## config.mk

```make
export PLATFORM = sky130hd
export DESIGN_NAME = vdn_sqrt_stage
export DESIGN_NICKNAME = d
export VERILOG_FILES = /design/src/hw/rtl/vdn_sqrt_stage.sv
export SDC_FILE = /design/constraint.sdc
export NUM_CORES = 1
export LEC_CHECK = 0
export BUFFER_PORTS_ARGS = -buffer_cell sky130_fd_sc_hd__buf_4
export CORE_MARGIN = 1
export CORE_UTILIZATION = 52
export DETAILED_ROUTE_END_ITERATION = 10
export PLACE_DENSITY = 0.86
export SLEW_MARGIN = 20
export SYNTH_ARGS = -nofsm -noshare
export SYNTH_HDL_FRONTEND = slang
export SYNTH_SLANG_ARGS = --single-unit
```

## constraint.sdc

```tcl
create_clock -name clk -period 6.6 [get_ports clk]
set_clock_uncertainty 0.2 [all_clocks]
set_input_delay 1.32 -clock clk [delete_from_list [all_inputs] [get_ports clk]]
set_output_delay 1.32 -clock clk [all_outputs]
set_load 0.1 [all_outputs]
```

## src/hw/rtl/vdn_sqrt_stage.sv

```systemverilog
`timescale 1ns / 1ps
// One registered step of the restoring integer square root, stallable.
module vdn_sqrt_stage #(
  parameter int RW = 32,
  parameter int CW = 16,
  parameter int SHIFT = 0
) (
  input  logic          clk,
  input  logic          rst_n,
  input  logic          en,
  input  logic          vld_i,
  input  logic [RW-1:0] n_i,
  input  logic [RW-1:0] res_i,
  input  logic [CW-1:0] x_i,
  input  logic [CW-1:0] y_i,
  output logic          vld_o,
  output logic [RW-1:0] n_o,
  output logic [RW-1:0] res_o,
  output logic [CW-1:0] x_o,
  output logic [CW-1:0] y_o
);
  logic [RW-1:0] bit_c;
  logic [RW-1:0] sum_c;
  logic [RW-1:0] n_nxt, res_nxt;
  logic          vld_r;
  logic [RW-1:0] n_r, res_r;
  logic [CW-1:0] x_r, y_r;

  assign bit_c = {{(RW-1){1'b0}}, 1'b1} << SHIFT;
  assign sum_c = res_i + bit_c;

  always_comb begin
    if (n_i >= sum_c) begin
      n_nxt   = n_i - sum_c;
      res_nxt = (res_i >> 1) + bit_c;
    end else begin
      n_nxt   = n_i;
      res_nxt = res_i >> 1;
    end
  end

  always_ff @(posedge clk) begin
    if (!rst_n) begin
      vld_r <= 1'b0;
    end else if (en) begin
      vld_r <= vld_i;
    end
  end

  always_ff @(posedge clk) begin
    if (en) begin
      n_r   <= n_nxt;
      res_r <= res_nxt;
      x_r   <= x_i;
      y_r   <= y_i;
    end
  end

  assign vld_o = vld_r;
  assign n_o   = n_r;
  assign res_o = res_r;
  assign x_o   = x_r;
  assign y_o   = y_r;
endmodule

```

; ---- Word level (Yosys, flattened, before mapping)
; Index checks and enable logic that the tools add are counted.
[word_totals]
regBits = 97
inputBits = 100
out_inout_bits = 97
wordCells = 12
[classes]
addsub = 3
order_cmp = 1
muxes = 2
[op_table]
columns = op, count
row1 = adder 31 x 1 -> 32 bit (second input constant), 1
row2 = adder 32 x 1 -> 32 bit (second input constant), 1
row3 = >= comparator 32 bit, 1
row4 = 2-to-1 mux 32 bit, 1
row5 = subtractor 32 bit, 1
row6 = 2-to-1 mux 31 bit, 1

; ---- Longest topological paths before layout
[depth]
ltp_word = 3
ltp_mapped = 21
depth_no_buf = 19

; ---- Least setup slack after synthesis
; No wires, ideal clock.
[synth_timing]
path_type = input -> register
from = input port res_i[1]
to = register n_r[30] (netlist: n_o[30]) (data pin)
setup_ns = 0.261
arrival_time_ns = 4.849
required_time_ns = 6.139
slack_ns = 1.291
stages = 19
path_buffers = 1
cell_sequence = ha_1 > and3_1 > and3_1 > and3_1 > and3_1 > and4_1 > and3_1 > nand2_1 > xor2_1 > ha_1 > buf_2 > and4_1 > a22o_1 > or4_1 > a21oi_1 > o31ai_2 > a31oi_1 > xor2_1 > a21oi_1
[synth_between]
elab_chain_len = 3
elab_cells_between_ends = 4
cone_classes = 2 x add/sub / 1 x order compare / 1 x mux
[synth_rtl]
columns = item, line_no
row1 = "start, declared", 13  ; input logic [RW-1:0] res_i,
row2 = adder 32 x 1 -> 32 bit (*), 30  ; assign sum_c = res_i + bit_c;
row3 = subtractor 32 bit / >= comparator 32 bit (equally long branches), "34, 33"
row4 = 2-to-1 mux 32 bit (*), 33  ; if (n_i >= sum_c) begin
row5 = via n_nxt[30], 24  ; logic [RW-1:0] n_nxt, res_nxt;
row6 = "end signal, assigned", 52  ; n_r <= n_nxt;
row7 = "end, declared", 26  ; logic [RW-1:0] n_r, res_r;
; The timed path passes the listed nets; every way through them passes the cells marked *.
; A chain may end at the register's enable or synchronous reset.

; ---- Final worst setup path
[layout_timing]
from = input port res_i[2]
to = register n_r[18] (netlist: n_o[18]) (data pin)
; The elaborated chain is that of the path after synthesis.

==> summary.md <==
| Metric | Value |
|---|---|
| Area Growth Syn to Fin | 29.8% |
| Clk slew on worst S/H paths | around 70 ps |
| Critical Path AT | 5590 ps |
| Period Utilization, post-route | 86.5% |
| Max Fclk | 0.175 GHz |
| Syn Inst Count | 598 |
| Slowest cell on crit path | ha_1 |
| Core Region | 11500 um^2 |
| Routed Antenna Nets | 0 |
| Design internal power | 1280 uW |
| Worst reg2reg path startpoint | vld_o$_SDFFE_PN0P_ |
| Critical path startpoint category | primary input |
| CTS hold repair buffers | 0 |
| Nets | 915 |
| Clock sinks | 97 |
| DR DRC count | 30 |
| Synth async-reset ratio | 0% |
| Top Family by Delay on Critical Path | simple AND/OR/NAND/NOR gates |
| Pleak | 0.00331 uW |
| Min Hold Slack | 325 ps |
| Die width | between 100 and 150 um |
| Count of final hold-check violations | 0 |
| Die area | 12300 um^2 |
| Via count of the routed design | 5315 |
| Design Area, Final | 8020 um^2 |
| Worst Setup End Kind | flop |
| Crit path launch | res_i[2] |
| Starting Density | 53.6% |
| Postcts setup bufs | 0 |
| DR iter-0 viols | 440 |
| CTS root buf | clkbuf_16 |
| TritonCTS buffer count | 9 |
| Failing checks | DRC |
| CP max FO | 29 |
| Die height | 111 um |
| Pin slew with the least headroom to its limit | 979 ps |
| DRT Wirelength | 16.7 mm |
| I/O pin cnt | slightly below 200 |
| Power per Cell Area | 277 nW/um^2 |
| CP Class | in2reg |
| First-pass GRT wire length | around 26 mm |
| Comb power frac | 40.7% |
| Worst stage delay on the critical path | 440 ps |
| CP required | 6480 ps |
| Register area share after synthesis | 47.0% |
| Max Slew Vio Count | 0 |
| Setup ws final | a little under 900 ps |
| # setup viols final | 0 |
| Clk Latency, worst-skew pair | about 350 ps |
| Slew HR | 34.7% |
| Share of cells above drive strength 1 | about 30% |
| Synth unique cells | 62 |
| P_sw | 941 uW |
| Clk pwr share | 24.4% |
| GR Util All Layers | approximately 27% |
| Placed Instance Area | 7710 um^2 |
| CTS tree | yes |
| # H-tree levels | 3 |
| GPL Wtd Cong | slightly above 0.9 |
| Top cell by count, worst path | and3_1 |
| Status | complete, but fails checks |
| Mean Syn Cell Area | 10.3 um^2 |
| Rows | 39 |
| FF+latch count, synth | a little under 100 |
| Min-Delay Startpoint | vld_o$_SDFFE_PN0P_ |
| Syn_nets | 733 |
| Initial antenna violation count | 0 |
| Max clock buf depth | 2 |
| Setup TNS | 0 ps |
| Net Sw Frac | 42.4% |
| Vias per inst | 5.73 |
| DR pass1 iterations | 8 |
| Mapped Area | roughly 6000 um^2 |
| Worst Hold Class | reg2reg |
| Place WS | 517 ps |
| Congestion Overflow GR | 0 |
| Number of global-route vias before repair | 5155 |
| Unrepaired setup endpoints after global routing | no |
| Flop pwr share | 34.9% |
| Pwr Total | about 2200 uW |
| WP buf/inv | 2 |
| IO Port Bufs | between 150 and 200 |
| MaxCap Viol Count | 0 |
| Yosys Warn Count | 0 |
| N_diodes | 0 |
| WL per Instance | 17.9 um |
| DP Wirelength | 12.9 mm |
| Crit-path cells | buf_4 -> ha_1 -> and3_1 -> and3_1 -> and3_1 -> and3_1 -> and4_1 -> and3_1 -> nand2_1 -> xor2_1 -> ha_1 -> nand4_1 -> nor2_1 -> nand2_1 -> a221o_1 -> a21oi_2 -> a31o_4 -> inv_1 -> nand2_1 -> o21ai_0 |
| Post-CTS sizing | 0 |
| Peak supply drop | 0.163 mV |
| Largest net degree at the start of global routing | 76 |
| Fin crit period | 5710 ps |
| Main flop type after synthesis | edfxtp_1 |
| EDFF count, synth | 96 |
-- synth_stat cells (3+ instances only) --
library cell   n  area [um^2]
o21ai_0       22          110
ha_1          34          425
and3_1        14         87.6
and2_1         6         37.5
buf_2          9         45.0
nand3_1       23          115
nand2_1       54          203
nand4_1       22          138
nor2b_1        3         18.8
clkbuf_1      10         37.5
buf_4          5         37.5
a211oi_1       6         45.0
inv_1         14         52.6
o21bai_1       3         22.5
a31oi_1        8         50.1
nor2_1        56          210
xor2_1        42          368
edfxtp_1      96         2880
xnor2_1       45          394
and4_1         4         35.0
a21o_1        12         90.1
nor3_1         4         20.0
a21oi_1       54          270
o31ai_1        3         22.5
nand2b_1       6         37.5
-- path summary, 6_finish.rpt --
path         slack, ps            endpoint  cells past startpoint
max reg2reg       5810  vld_o$_SDFFE_PN0P_                      2
min                320  vld_o$_SDFFE_PN0P_                      2
max                890   n_o[18]$_DFFE_PP_                     20
min reg2reg        320  vld_o$_SDFFE_PN0P_                      2
-- flip-flops by register name, indices dropped and copies added (netlist names) --
signal and cells:
n_o 32, res_o 32, x_o 16, y_o 16
vld_o 1
-- power by group through the flow --
stage | registers (uW) | clock network, uW | logic (uW)
floorplan | 1230 | 0 | 232
finish | 773 | 542 | 902
CTS | 774 | 549 | 901
global route | 779 | 570 | 941
detailed placement | 786 | 0 | 898
global placement | 786 | 0 | 890
-- cell usage in the layout (no fill, tap or decap), drive strengths merged, types with 7 or more instances in the layout --
cell	synthesis	layout
buf	15	198
o21ai	24	24
nand4	23	23
xnor2	45	45
and2	7	7
a21oi	56	56
inv	16	17
a211oi	7	7
a31oi	10	10
a21o	12	12
clkbuf	12	9
and3	14	14
nor2	57	57
edfxtp	96	96
nand3	24	24
nand2	54	54
xor2	42	42
ha	34	34
-- cell families after synthesis --
family                     share of synthesized area [%]
AOI/OAI and AO/OA                                   13.8
xor gates and xnor gates                            12.3
adders and majority gates                           7.21
buffers and inverters                               3.26
DFF                                                 47.0
muxes                                              0.344
and+or+nand+nor                                     16.1
-- metal layers --
| layer | share of wire [%] | up-vias | GRT usage (%) |
|---|---|---|---|
| met5 | 0 | - | 0 |
| met4 | 2.7 | 0 | 11.1 |
| met3 | 8.8 | 32 | 7.38 |
| met2 | 48 | 265 | 45.7 |
| met1 | 40 | 2458 | 32.6 |
| li1 | - | 2560 | - |
-- worst min-delay path, stage by stage (launching register included) --
cell and delay [ps]:
dfxtp_1 330, mux2i_1 60, nor2b_1 100
-- area by class of cell --
type / count / area (um^2)
fillers: 897 / 3500
multi-input cells: 458 / 3070
flip-flops and latches: 97 / 2900
repair buffers: 198 / 1500
clock buffers: 9 / 225
well taps: 143 / 179
clock inverters: 7 / 80.1
inverters: 16 / 60.1
-- through the flow --
step | util [%] | cells
after floorplan | - | 598
after global placement | 67.0 | 912
after detailed placement | 67.0 | 912
after CTS | 69.6 | 928
after global routing | 69.6 | 928
final | 69.6 | 928
No activity file was read; power rests on OpenSTA's default activity.
