## src/hw/rtl/vdn_div_stage.sv

```systemverilog
`timescale 1ns / 1ps
// One registered restoring-division step for both component quotients.
module vdn_div_stage #(
  parameter int DW = 32,
  parameter int MW = 16,
  parameter int CW = 16
) (
  input  logic          clk,
  input  logic          rst_n,
  input  logic          en,
  input  logic          vld_i,
  input  logic [DW-1:0] qx_i,
  input  logic [DW-1:0] qy_i,
  input  logic [MW:0]   rx_i,
  input  logic [MW:0]   ry_i,
  input  logic [MW-1:0] mag_i,
  input  logic [CW-1:0] x_i,
  input  logic [CW-1:0] y_i,
  input  logic [1:0]    reg_i,
  output logic          vld_o,
  output logic [DW-1:0] qx_o,
  output logic [DW-1:0] qy_o,
  output logic [MW:0]   rx_o,
  output logic [MW:0]   ry_o,
  output logic [MW-1:0] mag_o,
  output logic [CW-1:0] x_o,
  output logic [CW-1:0] y_o,
  output logic [1:0]    reg_o
);
  logic [MW+1:0] tx, ty;
  logic [MW+1:0] dm;
  logic [DW-1:0] qx_nxt, qy_nxt;
  logic [MW:0]   rx_nxt, ry_nxt;
  logic          vld_r;
  logic [DW-1:0] qx_r, qy_r;
  logic [MW:0]   rx_r, ry_r;
  logic [MW-1:0] mag_r;
  logic [CW-1:0] x_r, y_r;
  logic [1:0]    reg_r;

  // quotient register holds remaining dividend bits, shifted out at the top
  assign tx = {rx_i, qx_i[DW-1]};
  assign ty = {ry_i, qy_i[DW-1]};
  assign dm = {2'b00, mag_i};

  always_comb begin
    if (tx >= dm) begin
      rx_nxt = (MW+1)'(tx - dm);
      qx_nxt = {qx_i[DW-2:0], 1'b1};
    end else begin
      rx_nxt = tx[MW:0];
      qx_nxt = {qx_i[DW-2:0], 1'b0};
    end
    if (ty >= dm) begin
      ry_nxt = (MW+1)'(ty - dm);
      qy_nxt = {qy_i[DW-2:0], 1'b1};
    end else begin
      ry_nxt = ty[MW:0];
      qy_nxt = {qy_i[DW-2:0], 1'b0};
    end
  end

  always_ff @(posedge clk) begin
    if (!rst_n) begin
      vld_r <= 1'b0;
    end else if (en) begin
      vld_r <= vld_i;
    end
  end

  always_ff @(posedge clk) begin
    if (en) begin
      qx_r  <= qx_nxt;
      qy_r  <= qy_nxt;
      rx_r  <= rx_nxt;
      ry_r  <= ry_nxt;
      mag_r <= mag_i;
      x_r   <= x_i;
      y_r   <= y_i;
      reg_r <= reg_i;
    end
  end

  assign vld_o = vld_r;
  assign qx_o  = qx_r;
  assign qy_o  = qy_r;
  assign rx_o  = rx_r;
  assign ry_o  = ry_r;
  assign mag_o = mag_r;
  assign x_o   = x_r;
  assign y_o   = y_r;
  assign reg_o = reg_r;
endmodule
```

## config.mk

```make
export PLATFORM = sky130hd
export DESIGN_NAME = vdn_div_stage
export DESIGN_NICKNAME = d
export VERILOG_FILES = /design/src/hw/rtl/vdn_div_stage.sv
export SDC_FILE = /design/constraint.sdc
export NUM_CORES = 1
export LEC_CHECK = 0
export ABC_AREA = 1
export BUFFER_PORTS_ARGS = -buffer_cell sky130_fd_sc_hd__buf_2
export CAP_MARGIN = 20
export CORE_MARGIN = 4
export CORE_UTILIZATION = 45
export CTS_CLUSTER_DIAMETER = 200
export DETAILED_ROUTE_END_ITERATION = 7
export PLACE_DENSITY = 0.78
export SETUP_SLACK_MARGIN = 0.2
export SLEW_MARGIN = 10
export SYNTH_ARGS = -nofsm -noshare
export SYNTH_HDL_FRONTEND = slang
export SYNTH_SLANG_ARGS = --single-unit
```

## constraint.sdc

```tcl
create_clock -name clk -period 2.1 [get_ports clk]
set_input_delay 0.105 -clock clk [delete_from_list [all_inputs] [get_ports clk]]
set_output_delay 0.105 -clock clk [all_outputs]
set_load 0.01 [all_outputs]
```

**Yosys cells after proc, flatten, opt, wreduce, memory -nomap -nowiden**

Cells that the tools add are included.

- Bits in read-only memories: 0
- Output and inout port bits: 149
- Bits in latches: 0
- Bits in writable memories: 0
- Register bits after elaboration: 149
- Memories kept: 0
- Logic and storage cells: 17

- Equality and inequality tests: 0
- Muxes and demuxes: 4
- $add $sub $neg: 2
- Reductions and logical operators: 0
- Divide/modulo/power cells: 0
- Shifts and indexed selects: 0
- $mul: 0
- Bitwise gates (word level): 0
- $lt $le $gt $ge: 2

Operators by type and width:

| operator | count |
|---|---|
| 18-bit by 16-bit greater-or-equal comparator with 1-bit output | 2 |
| 17-bit two-way mux | 2 |
| 17-bit by 16-bit subtractor with 17-bit output | 2 |
| 1-bit two-way mux | 2 |

**Depth between registers and ports, before layout**

- Word-level depth: 2
- Mapped depth: 14

**Worst setup path after synthesis**

OpenSTA, ideal clock, no wires.

- Path kind: input to register
- Start point: input port qx_i[31]
- End point: register rx_r[5], in the netlist rx_o[5], data pin
- Arrival time: 1.458 ns
- Slack: 0.389 ns
- Cell stages on the path: 11
- Library setup time: 0.253 ns
- Cells stage by stage: inv_1 -> ha_1 -> inv_1 -> fa_1 -> nand3_1 -> nand3_1 -> nand2_2 -> nand3_4 -> buf_6 -> nand2_1 -> nand2_1

- Cells in the longest elaborated chain, start to end: 2
- Elaborated cells between the ends (all ways): 3

Ends and longest elaborated chain:

| what | line | text |
|---|---|---|
| from (decl) | 12 | `input logic [DW-1:0] qx_i,` |
| 17-bit by 16-bit subtractor with 17-bit output or 18-bit by 16-bit greater-or-equal comparator with 1-bit output (tied branches) | 48, 47 |  |
| 17-bit two-way mux (*) | 47 | `if (tx >= dm) begin` |
| via rx_nxt[5] | 33 | `logic [MW:0] rx_nxt, ry_nxt;` |
| to (signal assigned) | 75 | `rx_r <= rx_nxt;` |
| to (decl) | 36 | `logic [MW:0] rx_r, ry_r;` |

Mark *: on every way through the listed nets, which the timed path passes. The rest lies on a longest branch.
A chain may end at the register's enable or synchronous reset.

**Worst setup path after layout**

- Start point: input port mag_i[14]
- End point: register ry_r[0], in the netlist ry_o[0], data pin

- Cells in the longest elaborated chain, start to end: 2

Ends and longest elaborated chain:

| what | line | text |
|---|---|---|
| from (decl) | 16 | `input logic [MW-1:0] mag_i,` |
| 18-bit by 16-bit greater-or-equal comparator with 1-bit output | 54 | `if (ty >= dm) begin` |
| 17-bit two-way mux | 54 |  |
| via ry_nxt[0] | 33 |  |
| to (signal assigned) | 76 | `ry_r <= ry_nxt;` |
| to (decl) | 36 |  |

The timed path passes the listed nets, and every way through them passes these cells.

==> key figures <==
STA
  • Slew HR: 68.4%
  • Skew final: 0 ns
  • Max Slew Vio Count: 0
  • Final setup vio count: 0
  • Final min period: 1.59 ns
  • RSZ-0062 raised after global routing: no
  • Worst Max-Slew Pin Slew: 0.473 ns
  • Period utilization: 75.9%
  • Fin. Hold Viols: 0
  • Max Fclk: 628 MHz
  • Setup TNS Final: 0 ns

Outcome
  • Outcome: finished, final reports clean

Global route
  • Initial antenna violation count: 6
  • Global Route Usage Sum: 26.1%
  • Total gr overflow: 0
  • Pin count of the biggest net entering global routing: 45
  • Vias in the first global route: 6593
  • First-pass GRT wire length: 36400 um

CTS
  • CTS Buf Count: 17
  • Clock sinks: 149
  • Clock Latency Late Sink: 0.42 ns
  • Resize count post-CTS: 0
  • CTS tree: yes
  • H-tree levels: 4
  • Clk buf depth: 2
  • Clock Pin Slew Worst Setup and Hold Paths: 0.07 ns
  • Root Buffer: clkbuf_16

Routing
  • Antenna Violating Nets Remaining: 0
  • WL final: 24900 um
  • Routed WL per cell: 17.9 um
  • Vias per cell: 4.88
  • Vias: 6763
  • DRT iter0 DRCs: 351
  • DR pass1 iterations: 5
  • DRC viols: 0

Place
  • GP Congestion: 0.916
  • Placed Cells: 1237
  • Final HPWL DP: 16800 um
  • Port Buf Inserts: 300
  • DP Area: 0.00916 sq mm

Synth
  • Synth unique cells: 26
  • Seq/Total Area, Yosys: 61.2%
  • Synthesized flop and latch total: 149
  • Leading area contributor after synthesis: edfxtp_1
  • Main area contributors after synthesis: edfxtp_1 (61%), nand2_1 (13%), inv_1 (6.0%)
  • Number of synthesized flops with an enable pin: 148
  • Yosys Warn Count: 0
  • Mapped Nets: 902
  • Cells after Synth: 716
  • Share of the synthesized area in the top cell type: 60.9%
  • Synth Cell Area: 0.00729 sq mm
  • Post-synth top cells: nand2_1 (260), edfxtp_1 (148), inv_1 (116)
  • Top-count cell post-synth: nand2_1
  • Main synth FF type: edfxtp_1
  • Synth async-reset ratio: 0%
  • Synthesized area per cell: 10.2 sq um

Worst hold path
  • Worst Hold Launch: ry_i[13]
  • HP Class: primary input to flip-flop
  • WHS Path Cells: 3

Setup path
  • Flop2flop setup slack: 0.94 ns
  • Worst setup startpoint: mag_i[14]
  • Setup CP Type: primary input to flip-flop
  • R2R Path Start: vld_o
  • Critical Path AT: 1.89 ns
  • Reg2reg end: vld_o
  • Crit path to: ry_o[0]
  • Worst R2R Path Depth: 3
  • Critical path endpoint category: flip-flop
  • CP max FO: 18
  • Critical Path RT: 2.39 ns
  • Critical Path Source Type: primary input

Die
  • Die height: 135 um
  • Die width: 135 um
  • Row Count: 46
  • Core Region: 0.0159 sq mm
  • Initial Utilization: 45.9%
  • Die area: 0.0183 sq mm
  • Boundary Pins: 301

Power
  • Pwr Total: 8.35 mW
  • VDD IR max: 0.540 mV
  • P per Cell Area: 768 mW/mm^2
  • Leak Pwr: 5.41 nW

Final layout
  • Register area: 0.00446 sq mm
  • Nets: 1340
  • # fillers: 1201
  • Multi-input logic area: 0.00234 sq mm
  • Post-Layout Cell Count: 1387
  • Area growth from synthesis to layout: 49.1%
  • Share of layout cells above drive strength 1: 31.0%
  • Final Util: 68.4%
  • Post-route cell area: 0.0109 sq mm

Flow run
  • Max cap viols: 0
[flip-flops by register name (all words and copies together), names as in the netlist]
register and count:
qy_o 32, rx_o 17, ry_o 17, qx_o 32
reg_o 2, mag_o 16, y_o 16, vld_o 1
x_o 16
[area by class of cell]
class | count | area share, %
antenna | 4 | 0.0921
clock buffer | 18 | 3.95
clock inverter | 14 | 1.27
inverter | 116 | 4.00
multi-input combinational | 443 | 21.5
sequential | 149 | 41.1
tap | 216 | 2.49
timing repair buffer | 427 | 25.6
[what timing repair did]
item                                    4_1_cts  5_1_grt
endpoints found under the hold margin       113        0
endpoints found under the setup margin        0        0
hold buffers                                114        0
setup buffers                                 0        0
[cells in the final DEF, fill, tap and decap left out, types with 3 or more instances in the layout]
master         netlist  final
a21oi_1             17     17
buf_12               0      3
buf_2                6    299
buf_4                0     10
clkbuf_16            0     17
clkinv_4             0      4
diode_2              0      4
dlygate4sd3_1        0    114
edfxtp_1           148    148
ha_1                32     32
inv_1              116    116
inv_6                0      3
inv_8                0      4
nand2_1            260    260
nand2_2              5      5
nand3_1             28     28
nand4_1             40     40
nor2_1              23     23
nor2_2               3      3
nor3_1               4      4
xor2_1              12     12
[worst max-delay path: stages]
cell and delay [ns]:
buf_2 0.09, inv_1 0.07, ha_1 0.37, nand2_1 0.10, nor2_1 0.19, and2_2 0.22
nand4_4 0.24, nand3_4 0.31, nand2_1 0.10, nand2_1 0.07
[per-layer routing]
metal  up-vias  GRT usage, %  share of wire [%]
met1      3147          30.0                 38
met2       290          46.7                 53
met4         4          10.2                2.3
li1       3269             -                  -
met5         -             0              0.084
met3        53          6.76                7.4
[worst min-delay path by stage]
stage               end  slack [ns]
2_1_floorplan     vld_o        0.20
3_3_place_gp   qx_o[19]        0.28
5_1_grt         ry_o[4]        0.03
4_1_cts        rx_o[15]        0.02
6_report       ry_o[14]        0.03
3_5_place_dp    y_o[12]        0.28
[power by group]
group / switching, mW / internal (mW)
sequential: 0.0907 / 3.61
clock: 1.38 / 1.57
combinational: 0.974 / 0.716
[kinds of logic after synthesis]
kind of cell	share of synthesized area (%)
buffers and inverters	6.69
flip-flops	61.2
XOR/XNOR	1.68
AND/OR/NAND/NOR	22.7
AO/OA/AOI/OAI	1.68
adder cells (fa/ha/maj)	6.04
[metrics by stage]
step | hold slack (ns) | setup slack, ns
floorplan | 0.198 | 0.389
global placement | 0.281 | 0.190
detailed placement | 0.283 | 0.126
CTS | 0.0166 | 0.526
global route | 0.0253 | 0.344
finish | 0.0332 | 0.507
No activity file was read; power rests on OpenSTA's default activity.
